$ cat config.mk
export PLATFORM = sky130hd
export DESIGN_NAME = dma_channel_register_block
export DESIGN_NICKNAME = d
export VERILOG_FILES = /design/src/dmacr_pkg.sv /design/src/dmacr_decode.sv /design/src/dma_channel_register_block.sv
export SDC_FILE = /design/constraint.sdc
export NUM_CORES = 1
export LEC_CHECK = 0
export BUFFER_PORTS_ARGS = -buffer_cell sky130_fd_sc_hd__buf_2
export CORE_UTILIZATION = 60
export CTS_BUF_LIST = sky130_fd_sc_hd__clkbuf_8
export CTS_CLUSTER_DIAMETER = 200
export CTS_CLUSTER_SIZE = 24
export DETAILED_ROUTE_END_ITERATION = 16
export HOLD_SLACK_MARGIN = 0.06
export PLACE_DENSITY = 0.76
export SLEW_MARGIN = 20
export SYNTH_ARGS = -nofsm -noshare
export SYNTH_HDL_FRONTEND = slang
export SYNTH_SLANG_ARGS = --single-unit
$ cat constraint.sdc
create_clock -name i_clk -period 11.4 [get_ports i_clk]
set_input_delay 1.14 -clock i_clk [delete_from_list [all_inputs] [get_ports i_clk]]
set_output_delay 1.14 -clock i_clk [all_outputs]
set_load 0.03 [all_outputs]
$ cat src/dmacr_pkg.sv
// shared constants, codes and the address decode type of the dma register block
`timescale 1ns / 1ps
`default_nettype none
package dmacr_pkg;

    // channels present in the address map
    localparam int NUM_CHANNELS  = 7;
    // channels whose control write can raise an interrupt flag
    localparam int FLAG_CHANNELS = 6;
    localparam int CHAN_W        = 3;
    localparam int ENABLE_POS    = 16;
    localparam int FLAG_POS      = 24;
    localparam int BUSY_POS      = 24;

    localparam logic [31:0] BUSY_BIT     = 32'h0100_0000;
    localparam logic [31:0] BUSY_CLEAR   = 32'hfeff_ffff;
    localparam logic [31:0] FLAG_MASK    = 32'h7f00_0000;
    localparam logic [31:0] CH_BASE      = 32'h1f80_1080;
    localparam logic [31:0] PRIMARY_ADDR = 32'h1F80_10F0;
    localparam logic [31:0] INTCTL_ADDR  = 32'h1F80_10F4;

    typedef logic [1:0] t_op;
    localparam t_op OP_READ  = 2'd0;
    localparam t_op OP_WRITE = 2'd1;
    localparam t_op OP_TICK  = 2'd2;

    typedef logic [1:0] t_slot;
    localparam t_slot SLOT_MADR = 2'd0;
    localparam t_slot SLOT_BCR  = 2'd1;
    localparam t_slot SLOT_CHCR = 2'd2;

    typedef struct packed {
        logic              hit_primary;
        logic              hit_int;
        logic              hit_chan;
        logic [CHAN_W-1:0] chan;
        t_slot             slot;
    } t_dec;

endpackage
`default_nettype wire

$ cat src/dmacr_decode.sv
// bus address decode for the dma channel and control registers
`timescale 1ns / 1ps
`default_nettype none
module dmacr_decode (
    input  wire logic [31:0]      i_address,
    output dmacr_pkg::t_dec       o_dec
);

    logic                 w_slot_ok;
    dmacr_pkg::t_slot     w_slot;
    logic                 w_in_window;
    logic                 w_chan_ok;

    always_comb begin
        w_slot_ok = 1'b1;
        case (i_address[3:0])
            4'h0: begin
                w_slot = dmacr_pkg::SLOT_MADR;
            end
            4'h4: begin
                w_slot = dmacr_pkg::SLOT_BCR;
            end
            4'h8: begin
                w_slot = dmacr_pkg::SLOT_CHCR;
            end
            default: begin
                w_slot    = dmacr_pkg::SLOT_MADR;
                w_slot_ok = 1'b0;
            end
        endcase
    end

    // channel window is 128-byte aligned, so the upper bits pick it
    assign w_in_window = (i_address[31:7] == dmacr_pkg::CH_BASE[31:7]);
    assign w_chan_ok   = ({29'd0, i_address[6:4]} < 32'(dmacr_pkg::NUM_CHANNELS));

    assign o_dec.hit_primary = (i_address == dmacr_pkg::PRIMARY_ADDR);
    assign o_dec.hit_int     = (i_address == dmacr_pkg::INTCTL_ADDR);
    assign o_dec.hit_chan    = w_in_window && w_chan_ok && w_slot_ok;
    assign o_dec.chan        = i_address[6:4];
    assign o_dec.slot        = w_slot;

endmodule
`default_nettype wire

$ cat src/dma_channel_register_block.sv
// top level of the dma controller register file: request stage, register update, result stage
//
//  channel | direction | handshake             | payload
//  --------+-----------+-----------------------+-----------------------------------
//  request | in        | i_in_valid/o_in_stall | i_op, i_address, i_write_value
//  result  | out       | o_out_valid/i_out_stall | o_read_value, o_irq
//
// one request per cycle while the result is not stalled; a result is offered once its request
// has passed the request register, then decode and register update into the result register
// reset is synchronous and active low and clears the valid flags and all control registers
// a stalled result holds; the request register takes one more request, then the input stalls
// a request sees every register update made by the requests taken before it
`timescale 1ns / 1ps
`default_nettype none
module dma_channel_register_block (
    input  wire logic        i_clk,
    input  wire logic        i_rst_n,
    input  wire logic        i_in_valid,
    output logic             o_in_stall,
    input  wire logic [1:0]  i_op,
    input  wire logic [31:0] i_address,
    input  wire logic [31:0] i_write_value,
    output logic             o_out_valid,
    input  wire logic        i_out_stall,
    output logic [31:0]      o_read_value,
    output logic             o_irq
);

    localparam int NCH = dmacr_pkg::NUM_CHANNELS;

    // request stage
    logic                 r_s1_valid;
    dmacr_pkg::t_op       r_s1_op;
    logic [31:0]          r_s1_address;
    logic [31:0]          r_s1_data;

    // result stage
    logic                 r_out_valid;
    logic [31:0]          r_read_value;
    logic                 r_irq;

    // register file
    logic [31:0]          r_madr [NCH];
    logic [31:0]          r_bcr  [NCH];
    logic [31:0]          r_chcr [NCH];
    logic [31:0]          r_primary;
    logic [31:0]          r_int_ctrl;

    logic                 w_out_ready;
    logic                 w_in_ready;
    logic                 w_in_fire;
    logic                 w_s1_fire;
    logic                 w_wr;
    logic                 w_chcr_wr;
    logic                 w_int_wr;
    logic [NCH-1:0]       w_flag_set;
    dmacr_pkg::t_dec      w_dec;
    logic [31:0]          n_int_ctrl;
    logic [31:0]          n_read_value;
    logic                 n_irq;
    logic [NCH-1:0]       w_busy_bits;

    function automatic logic [dmacr_pkg::CHAN_W-1:0] CHAN_IDX(input int c);
        CHAN_IDX = dmacr_pkg::CHAN_W'(c);
    endfunction

    dmacr_decode u_decode (
        .i_address (r_s1_address),
        .o_dec     (w_dec)
    );

    assign w_out_ready = !r_out_valid || !i_out_stall;
    assign w_in_ready  = !r_s1_valid || w_out_ready;
    assign w_in_fire   = i_in_valid && w_in_ready;
    assign w_s1_fire   = r_s1_valid && w_out_ready;
    assign o_in_stall  = !w_in_ready;

    assign w_wr     = w_s1_fire && (r_s1_op == dmacr_pkg::OP_WRITE);
    assign w_int_wr = w_wr && w_dec.hit_int;
    // a control write only lands while the stored busy bit is clear
    assign w_chcr_wr = w_wr && w_dec.hit_chan && (w_dec.slot == dmacr_pkg::SLOT_CHCR)
                       && !r_chcr[w_dec.chan][dmacr_pkg::BUSY_POS];

    always_comb begin
        w_flag_set = '0;
        for (int c = 0; c < NCH; c++) begin
            if (c < dmacr_pkg::FLAG_CHANNELS) begin
                w_flag_set[c] = (w_dec.chan == CHAN_IDX(c))
                                && r_int_ctrl[dmacr_pkg::ENABLE_POS + c];
            end
        end
    end

    always_comb begin
        n_int_ctrl = r_int_ctrl;
        if (w_int_wr) begin
            n_int_ctrl = r_s1_data;
        end else if (w_chcr_wr) begin
            n_int_ctrl = r_int_ctrl | (32'(w_flag_set) << dmacr_pkg::FLAG_POS);
        end
    end

    always_comb begin
        n_read_value = '0;
        n_irq        = 1'b0;
        case (r_s1_op)
            dmacr_pkg::OP_READ: begin
                if (w_dec.hit_primary) begin
                    n_read_value = r_primary;
                end else if (w_dec.hit_int) begin
                    n_read_value = r_int_ctrl;
                end else if (w_dec.hit_chan) begin
                    case (w_dec.slot)
                        dmacr_pkg::SLOT_MADR: n_read_value = r_madr[w_dec.chan];
                        dmacr_pkg::SLOT_BCR:  n_read_value = r_bcr[w_dec.chan];
                        dmacr_pkg::SLOT_CHCR: n_read_value = r_chcr[w_dec.chan];
                        default:              n_read_value = '0;
                    endcase
                end
            end
            dmacr_pkg::OP_TICK: begin
                n_irq = |(r_int_ctrl & dmacr_pkg::FLAG_MASK);
            end
            default: begin
                n_read_value = '0;
                n_irq        = 1'b0;
            end
        endcase
    end

    always_ff @(posedge i_clk) begin
        if (!i_rst_n) begin
            r_s1_valid <= 1'b0;
        end else if (w_in_fire) begin
            r_s1_valid <= 1'b1;
        end else if (w_s1_fire) begin
            r_s1_valid <= 1'b0;
        end
    end

    always_ff @(posedge i_clk) begin
        if (w_in_fire) begin
            r_s1_op      <= i_op;
            r_s1_address <= i_address;
            r_s1_data    <= i_write_value;
        end
    end

    always_ff @(posedge i_clk) begin
        if (!i_rst_n) begin
            r_out_valid <= 1'b0;
        end else if (w_s1_fire) begin
            r_out_valid <= 1'b1;
        end else if (!i_out_stall) begin
            r_out_valid <= 1'b0;
        end
    end

    always_ff @(posedge i_clk) begin
        if (w_s1_fire) begin
            r_read_value <= n_read_value;
            r_irq        <= n_irq;
        end
    end

    always_ff @(posedge i_clk) begin
        if (!i_rst_n) begin
            for (int c = 0; c < NCH; c++) begin
                r_madr[c] <= '0;
                r_bcr[c]  <= '0;
                r_chcr[c] <= '0;
            end
            r_primary  <= '0;
            r_int_ctrl <= '0;
        end else begin
            r_int_ctrl <= n_int_ctrl;
            if (w_wr && w_dec.hit_primary) begin
                r_primary <= r_s1_data;
            end
            for (int c = 0; c < NCH; c++) begin
                if (w_wr && w_dec.hit_chan && (w_dec.chan == CHAN_IDX(c))) begin
                    if (w_dec.slot == dmacr_pkg::SLOT_MADR) begin
                        r_madr[c] <= r_s1_data;
                    end
                    if (w_dec.slot == dmacr_pkg::SLOT_BCR) begin
                        r_bcr[c] <= r_s1_data;
                    end
                    if (w_chcr_wr) begin
                        r_chcr[c] <= r_s1_data & dmacr_pkg::BUSY_CLEAR;
                    end
                end
            end
        end
    end

    assign o_out_valid  = r_out_valid;
    assign o_read_value = r_read_value;
    assign o_irq        = r_irq;

    always_comb begin
        for (int c = 0; c < NCH; c++) begin
            w_busy_bits[c] = r_chcr[c][dmacr_pkg::BUSY_POS];
        end
    end

    // stored busy bits can never be set by a write
    a_busy_never_set: assert property (@(posedge i_clk) disable iff (!i_rst_n)
        w_busy_bits == '0)
        else $error("channel control busy bit set");

    // only a tick drives the interrupt line, and a tick returns no data
    a_irq_no_data: assert property (@(posedge i_clk) disable iff (!i_rst_n)
        (r_out_valid && r_irq) |-> (r_read_value == '0))
        else $error("interrupt result carries read data");

    // a waiting request is held while the result stage is blocked
    a_s1_held: assert property (@(posedge i_clk) disable iff (!i_rst_n)
        (r_s1_valid && r_out_valid && i_out_stall) |=> r_s1_valid)
        else $error("request lost while result stalled");

    // channel 6 has no flag path; its flag moves only on an interrupt control write
    a_flag6_only_direct: assert property (@(posedge i_clk) disable iff (!i_rst_n)
        !w_int_wr |=> $stable(r_int_ctrl[30]))
        else $error("channel 6 interrupt flag changed without a direct write");

endmodule
`default_nettype wire
==> PnR_summary.wiki, run 1 <==
{| class="wikitable"
! Metric !! Value
|-
| Number of warnings reported in the yosys synthesis log || 0
|-
| Total die area || 59700 um2
|-
| Number of placement rows || 88
|-
| Total vias in the final route || 22.6k
|-
| Most instantiated flip-flop cell in the synthesis netlist || edfxtp_1
|-
| Run status || complete, no violations
|-
| Layout overhead on the synthesized area || 4.69%
|-
| Sequential cell area || 24300 um2
|-
| Mean number of vias per cell || 6.53
|-
| Average wire per standard cell || 27.4 um
|-
| Post-CTS Hold Buffers || 0
|-
| WP data required || 11740 ps
|-
| Clock root buffer master || clkbuf_8
|-
| Initial antenna violation count || 0
|-
| Total DRC errors in the routed layout || 0
|-
| Top fanout value on the critical path || 32
|-
| RSZ-0062 raised after global routing || no
|-
| Post-synthesis compound-gate area fraction || 6.28%
|-
| Hpwl dp || 56400 um
|-
| Worst relative slew slack || 23.2%
|-
| Async set-reset flop share out of synthesis || 0%
|-
| Sort of element at the start of the critical path || flop
|-
| GR Layer Usage met3 || 4.74%
|-
| WP depth || 8
|-
| Sequential-to-total area share from yosys stat || 69.1%
|-
| Die width || 244 um
|-
| Total standard cell area after synthesis || 35200 um2
|-
| Arithmetic-cell share of the synthesized area counting full adders, half adders and majority gates || 0.0284%
|-
| Data arrival time of the critical path || 4680 ps
|-
| Met1 Resource Use GR || 41.6%
|-
| Number of DRC markers in iteration 0 || 3517
|-
| Area used by multi-input combinational logic || 9650 um2
|-
| Net count of the mapped netlist || 2774
|-
| Final Setup Violations || 0
|-
| Count of flip-flops with a built-in enable after synthesis || 764
|-
| Family of cells with the greatest summed delay on the critical path || simple AND/OR/NAND/NOR gates
|-
| Layer with the highest usage || met2
|-
| Remaining number of nets flagged by the antenna check after routing || 0
|-
| Starting density of the core || 60.9%
|-
| Pre-antenna DRT Iters || 6
|-
| Total I/O pin count || 105
|-
| Worst clock skew || 49.5 ps
|-
| Bufs on Longest Clock Path || 3
|-
| Dominant combinational cell family by area after synthesis || simple AND/OR/NAND/NOR gates
|-
| Slew @ Worst Pin || 1150 ps
|-
| Length in cells of the worst reg-to-reg path || 8
|-
| Largest stage delay on the critical path || 710 ps
|-
| Average footprint of a synthesized cell || 13.0 um2
|-
| Wirelength, routed || 94800 um
|-
| Post-Route Setup TNS || 0 ps
|-
| Mux share of post-synthesis cell area || 9.36%
|-
| Die Height || 244 um
|-
| Clock Sink Count || 833
|-
| Dominant cells by area after synthesis || edfxtp_1 65%, nor2_1 6.6%, mux4_2 6.1%
|-
| Worst IR drop on VDD || 0.000129 V
|-
| Core Footprint || 57800 um2
|-
| Maximum Capacitance Violations || 0
|-
| Timing-limited maximum frequency || 231 MHz
|-
| Worst min-delay path category || flop to flop
|-
| Number of stages on the worst hold path || 2
|-
| Via count of the first global-routing pass || 22.2k
|-
| Critical path buffers and inverters || 2
|-
| Startpoint-to-endpoint class of the critical path || flop to flop
|-
| P_leak || 13.3 nW
|-
| Highest-delay cell along the critical path || nand2_1
|-
| Part of the cycle the worst path needs || 38.0%
|-
| Post-route worst hold slack || 477 ps
|-
| Total congestion overflow || 0
|-
| Share of cells above drive strength 1 || 12.9%
|-
| Crit-path cells || nor4b_1 -> and4b_1 -> nand4_1 -> nor2_2 -> nand2_1 -> buf_4 -> nand2_1 -> buf_4
|-
| Post-synth cell types || 55
|-
| Synthesis-stage register bit count || 833
|-
| TritonCTS Buffers || 40
|-
| Number of diodes || 0
|-
| XOR/XNOR share of the synthesized area || 0.0249%
|-
| Pin count of the biggest net entering global routing || 155
|-
| Port-buffer cells || 104
|-
| Fillers || 4226
|-
| Total Power || 0.00514 W
|-
| Clock latency on the worst-skew pair || 690 ps
|-
| Number of nets in the finished design || 2745
|-
| Share of synthesized cell area in and, or, nand and nor gates || 11.5%
|-
| Register clock-pin slew on the reported worst setup and hold paths || 140 ps
|-
| Met2 Use GR || 52.4%
|-
| Synthesized netlist cell count || 2704
|-
| Post-synth top area share || 65.1%
|-
| Buffers inserted by post-CTS timing repair || 0
|-
| Clock tree from TritonCTS || yes
|-
| Power per cell area || 139 nW/um2
|-
| Resized cells post-CTS || 0
|-
| Count of final hold-check violations || 0
|-
| Number of H-tree levels || 2
|-
| Global-route wire length before repair || 138000 um
|-
| Weighted congestion at the end of routability-driven global placement || 0.915
|-
| Util after Layout || 63.8%
|-
| Fin. max-slew vios || 0
|-
| Post-route minimum period || 4340 ps
|-
| Total global routing track utilization || 31.8%
|-
| Critical path endpoint category || flop
|-
| Cell taking the most area after synthesis || edfxtp_1
|}
[routing by layer]
layer	vias up	share of wire (%)	routed length, um
li1	9532	-	-
met1	11100	35	32900
met2	1662	48	45800
met3	272	12	10900
met4	0	5.3	5040
met5	-	0	0
[report_power, final]
group | internal (W) | leakage (nW) | switching [W] | total [W]
clock network | 0.000339 | 0.385 | 0.000876 | 0.00121
logic | 0.000143 | 4.54 | 0.000293 | 0.000436
registers | 0.00343 | 8.40 | 0.0000543 | 0.00349
total | 0.00392 | 13.3 | 0.00122 | 0.00514
[cell families after synthesis]
| kind of cell | count (synthesis) |
|---|---|
| and+or+nand+nor | 1014 |
| muxes | 208 |
| buffers and inverters | 305 |
| adders and majority gates | 1 |
| DFF | 833 |
| xor gates and xnor gates | 1 |
| AOI/OAI and AO/OA | 342 |
[through the flow]
step                area [um2]  cells  worst slack, ps
floorplan                35200   2704             6410
global placement         36200   3396             7030
detailed placement       36200   3398             7030
CTS                      36900   3456             7010
global route             36900   3456             6820
finish                   36900   3456             7060
[synthesized netlist by cell type, types with 9 or more instances]
library cell / number
inv_1: 66
clkbuf_1: 140
buf_4: 15
nor2_1: 618
nor4_1: 16
nand2_1: 317
a2111oi_0: 17
dfxtp_1: 69
mux2_2: 20
a21boi_0: 53
mux2i_1: 93
and2_1: 9
buf_1: 12
a22oi_1: 61
mux4_2: 95
a21oi_1: 73
edfxtp_1: 764
buf_2: 70
o21ai_0: 96
a2111oi_1: 10
[area by class of cell]
type	count	area share [%]
clock inverters	17	0.187
well taps	765	2.60
multi-input cells	1566	26.2
clock buffers	41	1.53
repair buffers	168	2.86
inverters	66	0.672
flip-flops and latches	833	66.0
[placed cells by master (no fill, tap or decap), types with 16 or more instances in the layout]
cell type / Yosys / routed
nor4_1: 16 / 16
dfxtp_1: 69 / 67
inv_1: 66 / 81
a21boi_0: 53 / 53
nor2_1: 618 / 616
a22oi_1: 61 / 61
a21oi_1: 73 / 72
a2111oi_0: 17 / 17
buf_2: 70 / 103
mux2i_1: 93 / 93
clkbuf_8: 0 / 41
mux2_2: 20 / 20
buf_4: 15 / 62
mux4_2: 95 / 95
edfxtp_1: 764 / 764
o21ai_0: 96 / 93
nand2_1: 317 / 317
[sequential cells by signal, indices dropped and copies added (netlist names), 2 cells and up, named ones only]
| signal | count |
|---|---|
| r_s1_op | 2 |
| r_int_ctrl | 32 |
| r_primary | 32 |
| r_madr | 224 |
| r_chcr | 217 |
| r_s1_data | 32 |
| r_bcr | 224 |
| r_s1_address | 32 |
| o_read_value | 32 |
[worst min-delay path, cell delays in order, from the launching register on]
cell	delay, ps
dfxtp_1	340
nand2_1	50
a21boi_0	60
[worst paths after layout]
| path | start | to | slack, ps |
|---|---|---|---|
| hold reg to reg | r_primary[22] | r_primary[22] | 480 |
| setup reg to reg | r_s1_address[13] | r_chcr[0][30] | 7060 |
| hold / removal | r_primary[22] | r_primary[22] | 480 |
| setup / recovery | r_s1_address[13] | r_chcr[0][30] | 7060 |
No activity file was read; power rests on OpenSTA's default activity.
==> run 2: changes to the inputs <==
- ABC_AREA: default -> 1
- clock period: 11.4 -> 4.4 ns (I/O delays scaled with it)
==> run 2 against run 1 <==
Cell area up 9.2%; combinational power rose to 3.8 times the previous value; synthesized cell count up 54%; power rose to 2.7 times the previous value; clock-buffer cell count unchanged; global-route usage down 0.67 points; sequential power rose to 2.6 times the previous value; register-to-register slack worse by 6000 ps; hold slack worse by 170 ps; largest cell class unchanged; highest routed layer unchanged.
==> PnR_summary.wiki, run 2 <==
{| class="wikitable"
! Metric !! Value
|-
| Run status || complete, no violations (unchanged)
|-
| Mean number of vias per cell || 5.57 (was 6.53)
|-
| Wirelength, routed || 98900 um (was 94800 um)
|-
| P_leak || 17.2 nW (was 13.3 nW)
|-
| Final worst setup slack || 1080 ps (was 7060 ps)
|-
| Total I/O pin count || 105 (unchanged)
|-
| Slew @ Worst Pin || 1170 ps (was 1150 ps)
|-
| Highest-delay cell along the critical path || nand2_1 (unchanged)
|-
| Pin count of the biggest net entering global routing || 193 (was 155)
|-
| Synthesis-stage register bit count || 833 (unchanged)
|-
| Clock root buffer master || clkbuf_8 (unchanged)
|-
| Sequential-to-total area share from yosys stat || 64.5% (was 69.1%)
|-
| Clock latency on the worst-skew pair || 710 ps (was 690 ps)
|-
| Die width || 253 um (was 244 um)
|-
| Timing-limited maximum frequency || 301 MHz (was 231 MHz)
|-
| Worst min-delay path category || input port to flop (was flop to flop)
|-
| Total die area || 63800 um2 (was 59700 um2)
|-
| Post-synth cell types || 24 (was 55)
|-
| Port-buffer cells || 104 (unchanged)
|-
| Total vias in the final route || 27.9k (was 22.6k)
|-
| Post-synth top area share || 60.9% (was 65.1%)
|-
| Crit-path cells || nor2_1 -> nand3b_1 -> nor2_1 -> nand2_1 -> nor3_4 -> nand3_1 -> buf_4 -> nand2_1 -> buf_12 (was nor4b_1 -> and4b_1 -> nand4_1 -> nor2_2 -> nand2_1 -> buf_4 -> nand2_1 -> buf_4)
|-
| Clock tree from TritonCTS || yes (unchanged)
|-
| Bufs on Longest Clock Path || 3 (unchanged)
|-
| Part of the cycle the worst path needs || 75.5% (was 38.0%)
|-
| Post-CTS Hold Buffers || 68 (was 0)
|-
| Clock Sink Count || 833 (unchanged)
|-
| Cell taking the most area after synthesis || edfxtp_1 (unchanged)
|-
| Total DRC errors in the routed layout || 0 (unchanged)
|-
| Number of nets in the finished design || 4223 (was 2745)
|-
| Met3 WL post-DR || 8500 um (was 10900 um)
|-
| Largest stage delay on the critical path || 630 ps (was 710 ps)
|-
| Core Footprint || 61900 um2 (was 57800 um2)
|-
| Top fanout value on the critical path || 33 (was 32)
|-
| Die Height || 253 um (was 244 um)
|-
| Total congestion overflow || 0 (unchanged)
|-
| Wire length on met1 || 37200 um (was 32900 um)
|-
| Fillers || 4997 (was 4226)
|-
| Sort of element at the start of the critical path || flop (unchanged)
|-
| Startpoint-to-endpoint class of the critical path || flop to flop (unchanged)
|-
| Resized cells post-CTS || 0 (unchanged)
|-
| Initial antenna violation count || 2 (was 0)
|-
| Post-Route Setup TNS || 0 ps (unchanged)
|-
| Remaining number of nets flagged by the antenna check after routing || 0 (unchanged)
|-
| Number of DRC markers in iteration 0 || 3301 (was 3517)
|-
| Critical path endpoint category || flop (unchanged)
|-
| Final Setup Violations || 0 (unchanged)
|-
| Number of placement rows || 91 (was 88)
|-
| Worst relative slew slack || 21.7% (was 23.2%)
|-
| Starting density of the core || 60.9% (about the same)
|-
| Net count of the mapped netlist || 4228 (was 2774)
|-
| Via count of the first global-routing pass || 26.8k (was 22.2k)
|-
| RSZ-0062 raised after global routing || no (unchanged)
|-
| Worst IR drop on VDD || 0.000249 V (was 0.000129 V)
|-
| Dpl ws || 1190 ps (was 7030 ps)
|-
| Weighted congestion at the end of routability-driven global placement || 0.938 (was 0.915)
|-
| Global-route wire length before repair || 150000 um (was 138000 um)
|-
| Dominant cells by area after synthesis || edfxtp_1 61%, nand2_1 12%, nor2_1 7.9% (was edfxtp_1 65%, nor2_1 6.6%, mux4_2 6.1%)
|-
| Most common cell after layout, fill and taps aside || nand2_1 (was edfxtp_1)
|-
| Average footprint of a synthesized cell || 9.07 um2 (was 13.0 um2)
|-
| Maximum Capacitance Violations || 0 (unchanged)
|-
| Buffers inserted by post-CTS timing repair || 0 (unchanged)
|-
| Total global routing track utilization || 31.1% (was 31.8%)
|-
| Registers with the most flip-flops || r_bcr x224, r_madr x224, r_chcr x217 (unchanged)
|-
| Register clock-pin slew on the reported worst setup and hold paths || 140 ps (about the same)
|-
| Layout overhead on the synthesized area || 6.85% (was 4.69%)
|-
| Power per cell area || 344 nW/um2 (was 139 nW/um2)
|-
| Number of H-tree levels || 2 (unchanged)
|-
| Most frequent cell after synthesis || nand2_1 (was edfxtp_1)
|-
| Worst clock skew || 41.0 ps (was 49.5 ps)
|-
| Top library cells by usage in the layout, fill and taps aside || 1161 x nand2_1, 789 x nor2_1, 764 x edfxtp_1, 519 x inv_1, 362 x nand3_1 (was 764 x edfxtp_1, 616 x nor2_1, 317 x nand2_1, 103 x buf_2, 95 x mux4_2)
|-
| Most instantiated flip-flop cell in the synthesis netlist || edfxtp_1 (unchanged)
|-
| Met2 Routed Length || 48000 um (was 45800 um)
|-
| Synthesized netlist cell count || 4158 (was 2704)
|-
| TritonCTS Buffers || 40 (unchanged)
|-
| Post-route minimum period || 3320 ps (was 4340 ps)
|-
| Area used by multi-input combinational logic || 10400 um2 (was 9650 um2)
|-
| Fin. max-slew vios || 0 (unchanged)
|-
| Sequential cell area || 24300 um2 (about the same)
|-
| Most numerous cell types in the synthesized netlist || 1166 x nand2_1, 793 x nor2_1, 764 x edfxtp_1 (was 764 x edfxtp_1, 618 x nor2_1, 317 x nand2_1)
|-
| Pre-antenna DRT Iters || 6 (unchanged)
|-
| Number of warnings reported in the yosys synthesis log || 0 (unchanged)
|-
| Share of cells above drive strength 1 || 5.93% (was 12.9%)
|-
| Count of final hold-check violations || 0 (unchanged)
|-
| Total standard cell area after synthesis || 37700 um2 (was 35200 um2)
|-
| Average wire per standard cell || 19.8 um (was 27.4 um)
|-
| Async set-reset flop share out of synthesis || 0% (unchanged)
|-
| Hpwl dp || 60100 um (was 56400 um)
|-
| Count of flip-flops with a built-in enable after synthesis || 764 (unchanged)
|-
| WP data required || 4810 ps (was 11740 ps)
|-
| Data arrival time of the critical path || 3730 ps (was 4680 ps)
|-
| Highest Signal Layer || met4 (unchanged)
|}
-- run 2: cells by family after synthesis --
logic type,after synthesis,share of synthesized area [%]
flip-flops,833,64.5
AO/OA/AOI/OAI,177,2.74
AND/OR/NAND/NOR,2341,24.7
buffers and inverters,807,8.06
-- run 2: per-stage QoR --
stage          cell area [um2]  instances  utilization, %  hold slack (ps)  power [W]
2_1_floorplan            37700       4158               -              453     0.0102
3_3_place_gp             39000       4880            62.9              461     0.0108
3_5_place_dp             39000       4880            62.9              465     0.0108
4_1_cts                  40300       5005            65.0              255     0.0139
5_1_grt                  40300       5007            65.0              311     0.0143
6_report                 40300       5007            65.0              303     0.0139
-- run 2: layout make-up --
| type | count | share of cell area (%) |
|---|---|---|
| clock inverters | 16 | 0.162 |
| well taps | 837 | 2.60 |
| inverters | 510 | 4.80 |
| repair buffers | 250 | 4.84 |
| diodes | 2 | 0.0124 |
| clock buffers | 41 | 1.40 |
| flip-flops and latches | 833 | 60.4 |
| multi-input cells | 2518 | 25.8 |
-- run 2: final timing paths --
check                           depth (start not counted)            start        endpoint  slack [ps]
worst min register to register                          2   r_int_ctrl[14]  r_int_ctrl[14]         480
worst min-delay path                                    3          i_rst_n   r_primary[16]         300
worst max-delay path                                    9  r_s1_address[8]     r_bcr[1][4]        1080
worst max register to register                          9  r_s1_address[8]     r_bcr[1][4]        1080
-- run 2: power by group --
group	total [W]	leakage, nW	switching (W)	internal, W
Sequential	0.00903	8.28	0.000112	0.00892
Clock	0.00318	0.379	0.00231	0.000876
Combinational	0.00166	8.58	0.00122	0.000441
-- run 2: critical path: cells and delay by family, from the launching register on --
| kind | cells | cell delay, ps |
|---|---|---|
| flip-flops | 1 | 390 |
| buffers and inverters | 2 | 580 |
| AND/OR/NAND/NOR | 7 | 2000 |
-- run 2: per-layer routing --
metal / GRT usage, % / vias up
li1: - / 13100
met1: 40.0 / 13200
met2: 51.4 / 1341
met3: 4.62 / 257
met4: 16.0 / 0
met5: 0 / -
